--- src/rtl/encoder_rpm_measure_assert.svh ---
// ----------------------------------------------------------------------------
// encoder_rpm_measure_assert.svh
// Assertion macros for the encoder speed measurement RTL.
// ----------------------------------------------------------------------------
`ifndef ENCODER_RPM_MEASURE_ASSERT_SVH
`define ENCODER_RPM_MEASURE_ASSERT_SVH

// Same-cycle implication, disabled during reset
`define ERM_ASSERT_IMP(label, clk, rst_n, ante, cons, msg) \
    label: assert property (@(posedge clk) disable iff (!rst_n) (ante) |-> (cons)) \
        else $error(msg);

// Next-cycle implication, disabled during reset
`define ERM_ASSERT_NXT(label, clk, rst_n, ante, cons, msg) \
    label: assert property (@(posedge clk) disable iff (!rst_n) (ante) |=> (cons)) \
        else $error(msg);

`endif

--- src/rtl/erm_pkg.sv ---
// ----------------------------------------------------------------------------
// erm_pkg
// Types and constants for the encoder speed measurement block.
// ----------------------------------------------------------------------------
`default_nettype none

package erm_pkg;

    // Field and counter widths
    localparam int CFG_W   = 16;
    localparam int IDX_W   = 1;
    localparam int CNT_W   = 17;
    localparam int MS_W    = 32;
    localparam int RPM_W   = 32;
    localparam int SCALE_W = 20;
    localparam int NUM_W   = CFG_W + SCALE_W;   // target * scale
    localparam int DEN_W   = MS_W + CFG_W;      // ms * pulses per rotation
    localparam int QUOT_W  = NUM_W;
    localparam int STEP_W  = $clog2(QUOT_W + 1);

    // 60 s/min * 1000 ms/s * 16 (four fraction bits)
    localparam logic [SCALE_W-1:0] RPM_SCALE = SCALE_W'(960000);

    // Register indexes
    localparam logic [IDX_W-1:0] REG_PULSES_PER_MEASURE  = 1'b0;
    localparam logic [IDX_W-1:0] REG_PULSES_PER_ROTATION = 1'b1;

    // Divider status
    typedef struct packed {
        logic busy;
        logic done;
    } div_stat_t;

endpackage

`default_nettype wire

--- src/rtl/erm_div.sv ---
// ----------------------------------------------------------------------------
// erm_div
// Restoring divider, one quotient bit per cycle. Operands are latched
// on start; the quotient holds after done until the next start.
// ----------------------------------------------------------------------------
`default_nettype none

module erm_div (
    input  wire logic                          clk,
    input  wire logic                          rst_n,
    input  wire logic                          start,
    input  wire logic [erm_pkg::NUM_W-1:0]     num,
    input  wire logic [erm_pkg::DEN_W-1:0]     den,
    output erm_pkg::div_stat_t                 stat,
    output logic      [erm_pkg::QUOT_W-1:0]    quot
);

    logic [erm_pkg::DEN_W-1:0]  rem_reg,  rem_next;
    logic [erm_pkg::DEN_W-1:0]  den_reg,  den_next;
    logic [erm_pkg::QUOT_W-1:0] quot_reg, quot_next;
    logic [erm_pkg::STEP_W-1:0] step_reg, step_next;
    logic                       busy_reg, busy_next;
    logic                       done_reg, done_next;

    logic [erm_pkg::DEN_W:0]    shifted;
    logic [erm_pkg::DEN_W:0]    trial;

    // One trial subtraction per cycle
    assign shifted = {rem_reg, quot_reg[erm_pkg::QUOT_W-1]};
    assign trial   = shifted - {1'b0, den_reg};

    always_comb
    begin
        rem_next  = rem_reg;
        den_next  = den_reg;
        quot_next = quot_reg;
        step_next = step_reg;
        busy_next = busy_reg;
        done_next = 1'b0;
        if (start)
        begin
            rem_next  = '0;
            den_next  = den;
            quot_next = num;
            step_next = erm_pkg::STEP_W'(erm_pkg::QUOT_W);
            busy_next = 1'b1;
        end
        else if (busy_reg)
        begin
            if (trial[erm_pkg::DEN_W])
            begin
                rem_next  = shifted[erm_pkg::DEN_W-1:0];
                quot_next = {quot_reg[erm_pkg::QUOT_W-2:0], 1'b0};
            end
            else
            begin
                rem_next  = trial[erm_pkg::DEN_W-1:0];
                quot_next = {quot_reg[erm_pkg::QUOT_W-2:0], 1'b1};
            end
            step_next = step_reg - 1'b1;
            if (step_reg == erm_pkg::STEP_W'(1))
            begin
                busy_next = 1'b0;
                done_next = 1'b1;
            end
        end
    end

    // Control state
    always_ff @(posedge clk or negedge rst_n)
    begin
        if (!rst_n)
        begin
            step_reg <= '0;
            busy_reg <= 1'b0;
            done_reg <= 1'b0;
        end
        else
        begin
            step_reg <= step_next;
            busy_reg <= busy_next;
            done_reg <= done_next;
        end
    end

    // Datapath
    always_ff @(posedge clk)
    begin
        rem_reg  <= rem_next;
        den_reg  <= den_next;
        quot_reg <= quot_next;
    end

    assign stat.busy = busy_reg;
    assign stat.done = done_reg;
    assign quot      = quot_reg;

endmodule

`default_nettype wire

--- src/rtl/encoder_rpm_measure.sv ---
// ----------------------------------------------------------------------------
// encoder_rpm_measure
// Edge-count tachometer for one encoder channel with an iterative divider.
// ----------------------------------------------------------------------------
// Usage:
//   Input channel (in_valid/in_ready): one transfer per channel sample with
//   start_req, chan_level and ms_tick. A start sample captures the level and
//   clears the counters; later samples count level changes and ms ticks.
//   While counting, one sample is taken every cycle.
//   When the change count reaches pulses_per_measure + 1 the block stops
//   taking samples: a prep state forms the product terms, then the
//   restoring divider produces 36 quotient bits at one bit per cycle, then
//   the result loads into the output register. With zero elapsed time the
//   divider is skipped and zero_time is raised.
//   Output channel (out_valid/out_ready): one transfer per measurement with
//   rpm_x16 and zero_time. Counting resumes while a result waits; if the next
//   result is ready before the old one is taken, the block holds it and
//   stops taking samples until out_ready.
//   Configuration is written through cfg_we/cfg_index/cfg_data.
//   Reset clears all counters and out_valid; both registers reset to 1.
// ----------------------------------------------------------------------------
`default_nettype none

module encoder_rpm_measure (
    input  wire logic                        clk,
    input  wire logic                        rst_n,
    // configuration
    input  wire logic                        cfg_we,
    input  wire logic [erm_pkg::IDX_W-1:0]   cfg_index,
    input  wire logic [erm_pkg::CFG_W-1:0]   cfg_data,
    // sample channel
    input  wire logic                        in_valid,
    output logic                             in_ready,
    input  wire logic                        start_req,
    input  wire logic                        chan_level,
    input  wire logic                        ms_tick,
    // result channel
    output logic                             out_valid,
    input  wire logic                        out_ready,
    output logic [erm_pkg::RPM_W-1:0]        rpm_x16,
    output logic                             zero_time
);

    `include "encoder_rpm_measure_assert.svh"

    localparam logic [1:0] ST_COUNT = 2'd0;
    localparam logic [1:0] ST_PREP  = 2'd1;
    localparam logic [1:0] ST_DIV   = 2'd2;
    localparam logic [1:0] ST_LOAD  = 2'd3;

    logic [1:0]                  state_reg, state_next;
    logic [erm_pkg::CFG_W-1:0]   ppm_reg, ppm_next;
    logic [erm_pkg::CFG_W-1:0]   ppr_reg, ppr_next;
    logic                        level_reg, level_next;
    logic                        measuring_reg, measuring_next;
    logic [erm_pkg::CNT_W-1:0]   count_reg, count_next;
    logic [erm_pkg::MS_W-1:0]    elapsed_reg, elapsed_next;
    logic                        zero_reg, zero_next;
    logic                        out_valid_reg, out_valid_next;
    logic [erm_pkg::RPM_W-1:0]   rpm_reg, rpm_next;
    logic                        zero_out_reg, zero_out_next;

    logic                        in_fire;
    logic                        out_free;
    logic [erm_pkg::MS_W-1:0]    elapsed_cnt;
    logic [erm_pkg::CNT_W-1:0]   count_cnt;
    logic [erm_pkg::CNT_W-1:0]   target;
    logic                        finish;
    logic [erm_pkg::CFG_W-1:0]   ppr_eff;
    logic [erm_pkg::NUM_W-1:0]   num_mul;
    logic [erm_pkg::DEN_W-1:0]   den_mul;
    logic                        div_start;
    erm_pkg::div_stat_t          div_stat;
    logic [erm_pkg::QUOT_W-1:0]  quot;
    logic [erm_pkg::RPM_W-1:0]   quot_sat;

    assign in_fire  = in_valid && in_ready;
    assign out_free = !out_valid_reg || out_ready;

    // Counter updates for the current sample
    assign elapsed_cnt = (ms_tick && (elapsed_reg != '1)) ? elapsed_reg + 1'b1 : elapsed_reg;
    assign count_cnt   = ((chan_level != level_reg) && (count_reg != '1))
                         ? count_reg + 1'b1 : count_reg;
    assign target      = {1'b0, ppm_reg} + 1'b1;
    assign finish      = (count_cnt >= target);

    // Operand products, registered inside the divider
    assign ppr_eff   = (ppr_reg == '0) ? erm_pkg::CFG_W'(1) : ppr_reg;
    assign num_mul   = {{erm_pkg::SCALE_W{1'b0}}, ppm_reg}
                     * {{erm_pkg::CFG_W{1'b0}}, erm_pkg::RPM_SCALE};
    assign den_mul   = {{erm_pkg::CFG_W{1'b0}}, elapsed_reg}
                     * {{erm_pkg::MS_W{1'b0}}, ppr_eff};
    // zero_reg is only updated at the end of the prep cycle, so test the count itself
    assign div_start = (state_reg == ST_PREP) && (elapsed_reg != '0);

    // Saturate quotient to 32 bits
    assign quot_sat = (quot[erm_pkg::QUOT_W-1:erm_pkg::RPM_W] != '0)
                      ? '1 : quot[erm_pkg::RPM_W-1:0];

    erm_div u_div (
        .clk   (clk),
        .rst_n (rst_n),
        .start (div_start),
        .num   (num_mul),
        .den   (den_mul),
        .stat  (div_stat),
        .quot  (quot)
    );

    // Sequencer and counters
    always_comb
    begin
        state_next     = state_reg;
        ppm_next       = ppm_reg;
        ppr_next       = ppr_reg;
        level_next     = level_reg;
        measuring_next = measuring_reg;
        count_next     = count_reg;
        elapsed_next   = elapsed_reg;
        zero_next      = zero_reg;
        out_valid_next = out_valid_reg;
        rpm_next       = rpm_reg;
        zero_out_next  = zero_out_reg;
        in_ready       = 1'b0;

        if (cfg_we)
        begin
            case (cfg_index)
                erm_pkg::REG_PULSES_PER_MEASURE:  ppm_next = cfg_data;
                erm_pkg::REG_PULSES_PER_ROTATION: ppr_next = cfg_data;
                default: ;
            endcase
        end

        if (out_valid_reg && out_ready)
            out_valid_next = 1'b0;

        case (state_reg)
            ST_COUNT:
            begin
                in_ready = 1'b1;
                if (in_fire)
                begin
                    if (start_req)
                    begin
                        level_next     = chan_level;
                        count_next     = '0;
                        elapsed_next   = '0;
                        measuring_next = 1'b1;
                    end
                    else if (measuring_reg)
                    begin
                        level_next   = chan_level;
                        count_next   = count_cnt;
                        elapsed_next = elapsed_cnt;
                        if (finish)
                        begin
                            measuring_next = 1'b0;
                            state_next     = ST_PREP;
                        end
                    end
                end
            end
            ST_PREP:
            begin
                zero_next = (elapsed_reg == '0);
                if (elapsed_reg == '0)
                    state_next = ST_LOAD;
                else
                    state_next = ST_DIV;
            end
            ST_DIV:
            begin
                if (div_stat.done)
                    state_next = ST_LOAD;
            end
            ST_LOAD:
            begin
                if (out_free)
                begin
                    out_valid_next = 1'b1;
                    rpm_next       = zero_reg ? '0 : quot_sat;
                    zero_out_next  = zero_reg;
                    state_next     = ST_COUNT;
                end
            end
            default:
            begin
                state_next = ST_COUNT;
            end
        endcase
    end

    // Control state
    always_ff @(posedge clk or negedge rst_n)
    begin
        if (!rst_n)
        begin
            state_reg     <= ST_COUNT;
            ppm_reg       <= erm_pkg::CFG_W'(1);
            ppr_reg       <= erm_pkg::CFG_W'(1);
            level_reg     <= 1'b0;
            measuring_reg <= 1'b0;
            count_reg     <= '0;
            elapsed_reg   <= '0;
            zero_reg      <= 1'b0;
            out_valid_reg <= 1'b0;
        end
        else
        begin
            state_reg     <= state_next;
            ppm_reg       <= ppm_next;
            ppr_reg       <= ppr_next;
            level_reg     <= level_next;
            measuring_reg <= measuring_next;
            count_reg     <= count_next;
            elapsed_reg   <= elapsed_next;
            zero_reg      <= zero_next;
            out_valid_reg <= out_valid_next;
        end
    end

    // Output payload
    always_ff @(posedge clk)
    begin
        rpm_reg      <= rpm_next;
        zero_out_reg <= zero_out_next;
    end

    assign out_valid = out_valid_reg;
    assign rpm_x16   = rpm_reg;
    assign zero_time = zero_out_reg;

    // Checks
    `ERM_ASSERT_IMP(a_done_in_div, clk, rst_n, div_stat.done, state_reg == ST_DIV,
                    "divider done outside divide state")
    `ERM_ASSERT_IMP(a_div_active, clk, rst_n, state_reg == ST_DIV,
                    div_stat.busy || div_stat.done, "divide state without divider activity")
    `ERM_ASSERT_IMP(a_zero_result, clk, rst_n, out_valid && zero_time, rpm_x16 == '0,
                    "zero time result not zero")
    `ERM_ASSERT_NXT(a_finish_stop, clk, rst_n,
                    in_fire && !start_req && measuring_reg && finish,
                    (state_reg == ST_PREP) && !measuring_reg,
                    "final sample did not end measurement")

endmodule

`default_nettype wire

--- config.mk ---
export PLATFORM = sky130hd
export DESIGN_NAME = encoder_rpm_measure
export DESIGN_NICKNAME = d
export VERILOG_FILES = /design/src/rtl/erm_pkg.sv /design/src/rtl/erm_div.sv /design/src/rtl/encoder_rpm_measure.sv
export VERILOG_INCLUDE_DIRS = /design/src /design/src/rtl
export SDC_FILE = /design/constraint.sdc
export NUM_CORES = 2
export LEC_CHECK = 0
export ABC_AREA = 0
export BUFFER_PORTS_ARGS = -buffer_cell sky130_fd_sc_hd__buf_2
export CAP_MARGIN = 20
export CORE_UTILIZATION = 50
export DETAILED_ROUTE_END_ITERATION = 10
export PLACE_DENSITY_LB_ADDON = 0.3
export SYNTH_ARGS = -nofsm -noshare
export SYNTH_HDL_FRONTEND = slang
export SYNTH_SLANG_ARGS = --single-unit
export TNS_END_PERCENT = 50
--- constraint.sdc ---
create_clock -name clk -period 9.49 [get_ports clk]
set_input_delay 1.898 -clock clk [delete_from_list [all_inputs] [get_ports clk]]
set_output_delay 1.898 -clock clk [all_outputs]
set_load 0.005 [all_outputs]
Yosys cells after proc, flatten, opt, wreduce, memory -nomap -nowiden
Cells that the tools add are included.
Cells by class
  $add $sub $neg: 5
  reductions and logical operators: 22
  mux-type cells: 37
  magnitude comparators: 1
  bitwise logic cells: 1
  $mul: 2
  equal/unequal tests: 13
Operator list (number)
  $mux 32: 4
  $mux 36: 2
  $mux 17: 3
  $sub 49x48->49: 1
  $mul 32x16->48: 1
  $mux 48: 1
  $add 32x1->32 const B: 1
  $logic_not 32->1: 1
  $ne 32x32->1 const B: 1
  $reduce_bool 32->1: 1
  $mul 16x11->27 const B: 1
  $add 16x1->17 const B: 1
  $add 17x1->17 const B: 1
  $ge 17x17->1: 1
  $mux 1: 17
  $ne 17x17->1 const B: 1
  $logic_not 16->1: 1
  $mux 16: 1
  $mux 2: 6
  $mux 6: 2
  $ne 2x2->1 const B: 5
  $pmux 2 s4: 1
  $reduce_and 2->1: 4
  $eq 6x1->1 const B: 1
  other kinds (15): 22
Word-level totals
  word-level logic and storage cells: 99
  register bits: 260
  input port bits: 25

Logic depth before layout (Yosys ltp)
  depth after elaboration: 9
  mapped depth: 27
  depth with buffers taken out: 24

Cells and area by module
A second synthesis with hierarchy kept.
Second synthesis, totals
  cells, all modules: 3671
  area total of the unflattened synthesis: 34117.7 um2
By module, submodules not included
  encoder_rpm_measure: sequential area each 3170.5 um2, instances 1, area each 25763.5 um2, cells an instance 2836
  erm_div: sequential area each 3683.5 um2, instances 1, area each 8354.3 um2, cells an instance 835

Least setup slack after synthesis
No wires, ideal clock.
  path type: flip-flop to flip-flop
  start: register elapsed_reg[10] (netlist bit)
  end: register u_div.den_reg[47] (netlist bit), data pin
  buffers on the path: 3
  data arrival time: 6455 ps
  setup slack: 2770 ps
  cell stages (with the launch flop): 25
  path through: dfrtp_1 clkbuf_1 clkbuf_1 nand2_1 fa_1 fa_1 fa_1 fa_1 inv_1 fa_1 inv_1 fa_1 inv_1 ha_1 clkbuf_2 nand4_2 nor3_1 a21oi_1 a2111oi_0 nand2b_1 a21oi_1 o311a_1 o21ai_1 a221oi_1 xnor2_1
Between the ends
  longest elaborated chain between the ends: 1
RTL lines
  from (decl): line encoder_rpm_measure.sv:57  | logic [erm_pkg::MS_W-1:0] elapsed_reg, elapsed_next;
  from (signal assigned): line encoder_rpm_measure.sv:217  | elapsed_reg <= elapsed_next;
  $mul 32x16->48: line encoder_rpm_measure.sv:92  | * {{erm_pkg::MS_W{1'b0}}, ppr_eff};
  net den_mul (one bit): line encoder_rpm_measure.sv:71  | logic [erm_pkg::DEN_W-1:0] den_mul;
  to (signal assigned): line erm_div.sv:90  | den_reg <= den_next;
  to (decl): line erm_div.sv:19  | logic [erm_pkg::DEN_W-1:0] den_reg, den_next;
The timed path passes the listed nets, and every way through them passes these cells.
A chain may end at the register's enable or synchronous reset.

Final worst setup path
Same ends and word-level chain as after synthesis.

==> results_dict.tcl <==
set metrics [dict create \
    synthArstFlopShare 0.365 \
    drtIter0Drc 1674 \
    hold_viol 0 \
    crit_chain "buf_4 -> nand2_1 -> fa_1 -> fa_1 -> fa_1 -> fa_1 -> inv_1 -> fa_1 -> inv_1 -> fa_1 -> inv_1 -> ha_1 -> nand4_2 -> nor3_1 -> a21oi_1 -> a2111oi_0 -> nand2b_1 -> a21oi_1 -> o311a_1 -> o21ai_1 -> a221oi_1 -> xnor2_1" \
    fin_crit_ps 7450 \
    ioPinCount 60 \
    crit_family "adder cells" \
    grt_pass1_vias 24600 \
    synth_top_cells_by_count "inv_1 (546), fa_1 (480), nand2_1 (447)" \
    drt_wl_total_mm 80.6 \
    final_cell_area_um2 35400 \
    layout-drive-gt1-share 0.0570 \
    holdCritPathClass "flop to flop" \
    synth.area.top_cells "fa_1 (29%), ha_1 (10%), edfxtp_1 (9.7%)" \
    path_buf_inv 4 \
    antenna_found_initial 1 \
    cts_buffers 30 \
    cts-root-buf "clkbuf_16" \
    drv_cap 0 \
    ys_warn_count 0 \
    cts-resized-gates 0 \
    die_w_um 260 \
    syn_inst 3637 \
    clockBufferDepth 3 \
    clk_latency_ps 600 \
    drc 0 \
    track_usage 0.243 \
    diodes 0 \
    yosysUniqueCellTypes 81 \
    p_per_area_nw_per_um2 247 \
    post-route-period-util 0.785 \
    yosysMostFrequentCell "inv_1" \
    gp_congestion 0.901 \
    avgSynthCellArea_um2 9.16 \
    htreeDepth 1 \
    detail_route.first_pass.iterations 5 \
    slew_headroom 0.305 \
    clock-sinks 260 \
    hold_buffers 0 \
    dieArea_um2 67700 \
    num_rows 94 \
    fmax_mhz 134 \
    ir_worst_vdd_v 0.000274 \
    cts_tree "done" \
    grt_overflow_total 0 \
    critPathLaunchType "flop" \
    critPathCaptureType "flop" \
    setup_viol_count_final 0 \
    ys_seq_elements 260 \
    clock_skew_ps 15.8 \
    synth_area_leader_cell "fa_1" \
    final_nets 4352 \
    post-dp-hpwl_mm 62.0 \
    status "complete, no violations" \
    leakage_nw 16.7 \
    yosysTopAreaCellShare 0.288 \
    crit_required_ps 9820 \
    grt_pass1_wl_mm 132 \
    syn_nets 4414 \
    fillers 5980 \
    worstMarginPinSlew_ps 1040 \
    vias 24700 \
    routedWlPerCell_um 18.0 \
    synth.cell_area_um2 33300 \
    drv_slew 0 \
    via_per_inst 5.52 \
    cpMostUsedCell "fa_1" \
    synth-seq-area-share 0.203 \
    die_h_um 260 \
    antenna_left 0 \
    path_clk_slew_ps 60 \
    start_util 0.506 \
    core_area_um2 65900 \
    place_area_um2 34200 \
    numPortBuffers 59 \
    rsz0062_at_grt "no" \
    synth_flop_cell "edfxtp_1" \
    p_total_mw 8.73 \
    setup_tns_ps 0 \
    synth-edff-count 108 \
    area_delta_synth_final_pct 6.30 \
    cp_max_fo 15 \
    slowest_delay_ps 740 \
    arrival_ps 7790 \
    crit_slowest_cell "dfrtp_1" \
    cts_setup_buffers 0 \
    grt_start_max_net_pins 84 \
    crit_type "flop to flop" \
]
-- worst register-to-register path, cell delays in order, from the launching register on --
cell       delay, ps
dfrtp_1          740
buf_4            270
nand2_1           90
fa_1             520
fa_1             570
fa_1             450
fa_1             550
inv_1             50
fa_1             480
inv_1             50
fa_1             480
inv_1             50
ha_1             410
nand4_2          210
nor3_1           210
a21oi_1          140
a2111oi_0        630
nand2b_1         190
a21oi_1          120
o311a_1          400
o21ai_1          300
a221oi_1         140
xnor2_1          140
-- layout make-up --
type	instances	area, µm²	share of cell area
Sequential cell	260	6770	0.191
Clock buffer	38	825	0.0233
Clock inverter	18	278	0.00784
Inverter	546	2050	0.0579
Timing Repair Buffer	97	643	0.0182
Tap cell	864	1080	0.0305
Multi-Input combinational cell	2640	23800	0.671
-- metrics by stage --
stage / util / cells / hold slack [ps] / setup slack [ps]
3_3_place_gp: 0.520 / 4404 / 477 / 2190
4_1_cts: 0.537 / 4460 / 502 / 2070
3_5_place_dp: 0.520 / 4404 / 491 / 2080
2_1_floorplan: - / 3637 / 423 / 2770
5_1_grt: 0.538 / 4463 / 515 / 1600
6_report: 0.538 / 4463 / 500 / 2040
-- cells in the final DEF (no fill, tap or decap), types with 6 or more instances in the layout --
cell type  instances
and2_1           218
o21ai_0          125
nand4_1           33
xnor2_1           99
o21ai_1            6
nor4_1            14
a21oi_1          137
nand3_1           63
a31oi_1           22
o31ai_1           18
o21bai_1          21
xor2_1            68
edfxtp_1         108
buf_2             58
fa_1             480
ha_1             272
nor2b_1           18
dfrtp_1           92
mux2i_1           20
clkinv_2           7
o21a_1            26
nand2_1          447
nand2b_1          12
bufinv_16          6
or3_1             11
and4_1             9
inv_1            545
dfxtp_1           57
mux2_2            32
a21o_1            55
o211ai_1           7
nor3_1            43
o41ai_1            6
clkbuf_16         30
a211oi_1          35
and3_1            24
a32o_1             9
nor2_1           238
buf_4             36
-- final timing paths --
path,startpoint,endpoint,slack (ps),depth (start not counted)
setup / recovery,elapsed_reg[10]$_DFFE_PN0P_,u_div.den_reg[47]$_DFFE_PP_,2040,22
hold / removal,u_div.rem_reg[22]$_SDFFE_PP0P_,u_div.rem_reg[23]$_SDFFE_PP0P_,500,2
max in group asynchronous,rst_n,elapsed_reg[21]$_DFFE_PN0P_,6980,2
setup reg to reg,elapsed_reg[10]$_DFFE_PN0P_,u_div.den_reg[47]$_DFFE_PP_,2040,22
hold reg to reg,u_div.rem_reg[22]$_SDFFE_PP0P_,u_div.rem_reg[23]$_SDFFE_PP0P_,500,2
min in group asynchronous,rst_n,u_div.step_reg[2]$_DFFE_PN0P_,1290,1
-- metal layers --
| metal | wire length (µm) | GRT usage | vias to the layer above |
|---|---|---|---|
| li1 | - | - | 11600 |
| met1 | 37000 | 0.355 | 12200 |
| met2 | 36200 | 0.381 | 767 |
| met3 | 5490 | 0.0385 | 119 |
| met4 | 1860 | 0.0539 | 0 |
| met5 | 0 | 0 | - |
-- logic make-up (layout without fill, tap and decap cells) --
group / Yosys count / count (layout) / share of synthesized area
compound gates: 524 / 524 / 0.101
simple gates: 1145 / 1145 / 0.161
fa+ha+maj: 752 / 752 / 0.390
mux: 52 / 52 / 0.0168
xor+xnor: 167 / 167 / 0.0439
flops: 260 / 260 / 0.203
buf+inv: 737 / 699 / 0.0841
-- power breakdown --
| group | total [mW] | switching (mW) | internal [mW] |
|---|---|---|---|
| clock network | 1.28 | 0.499 | 0.781 |
| logic | 5.55 | 3.25 | 2.30 |
| registers | 1.90 | 0.283 | 1.62 |
| total | 8.73 | 4.03 | 4.70 |
(Power assumes the default switching activity.)
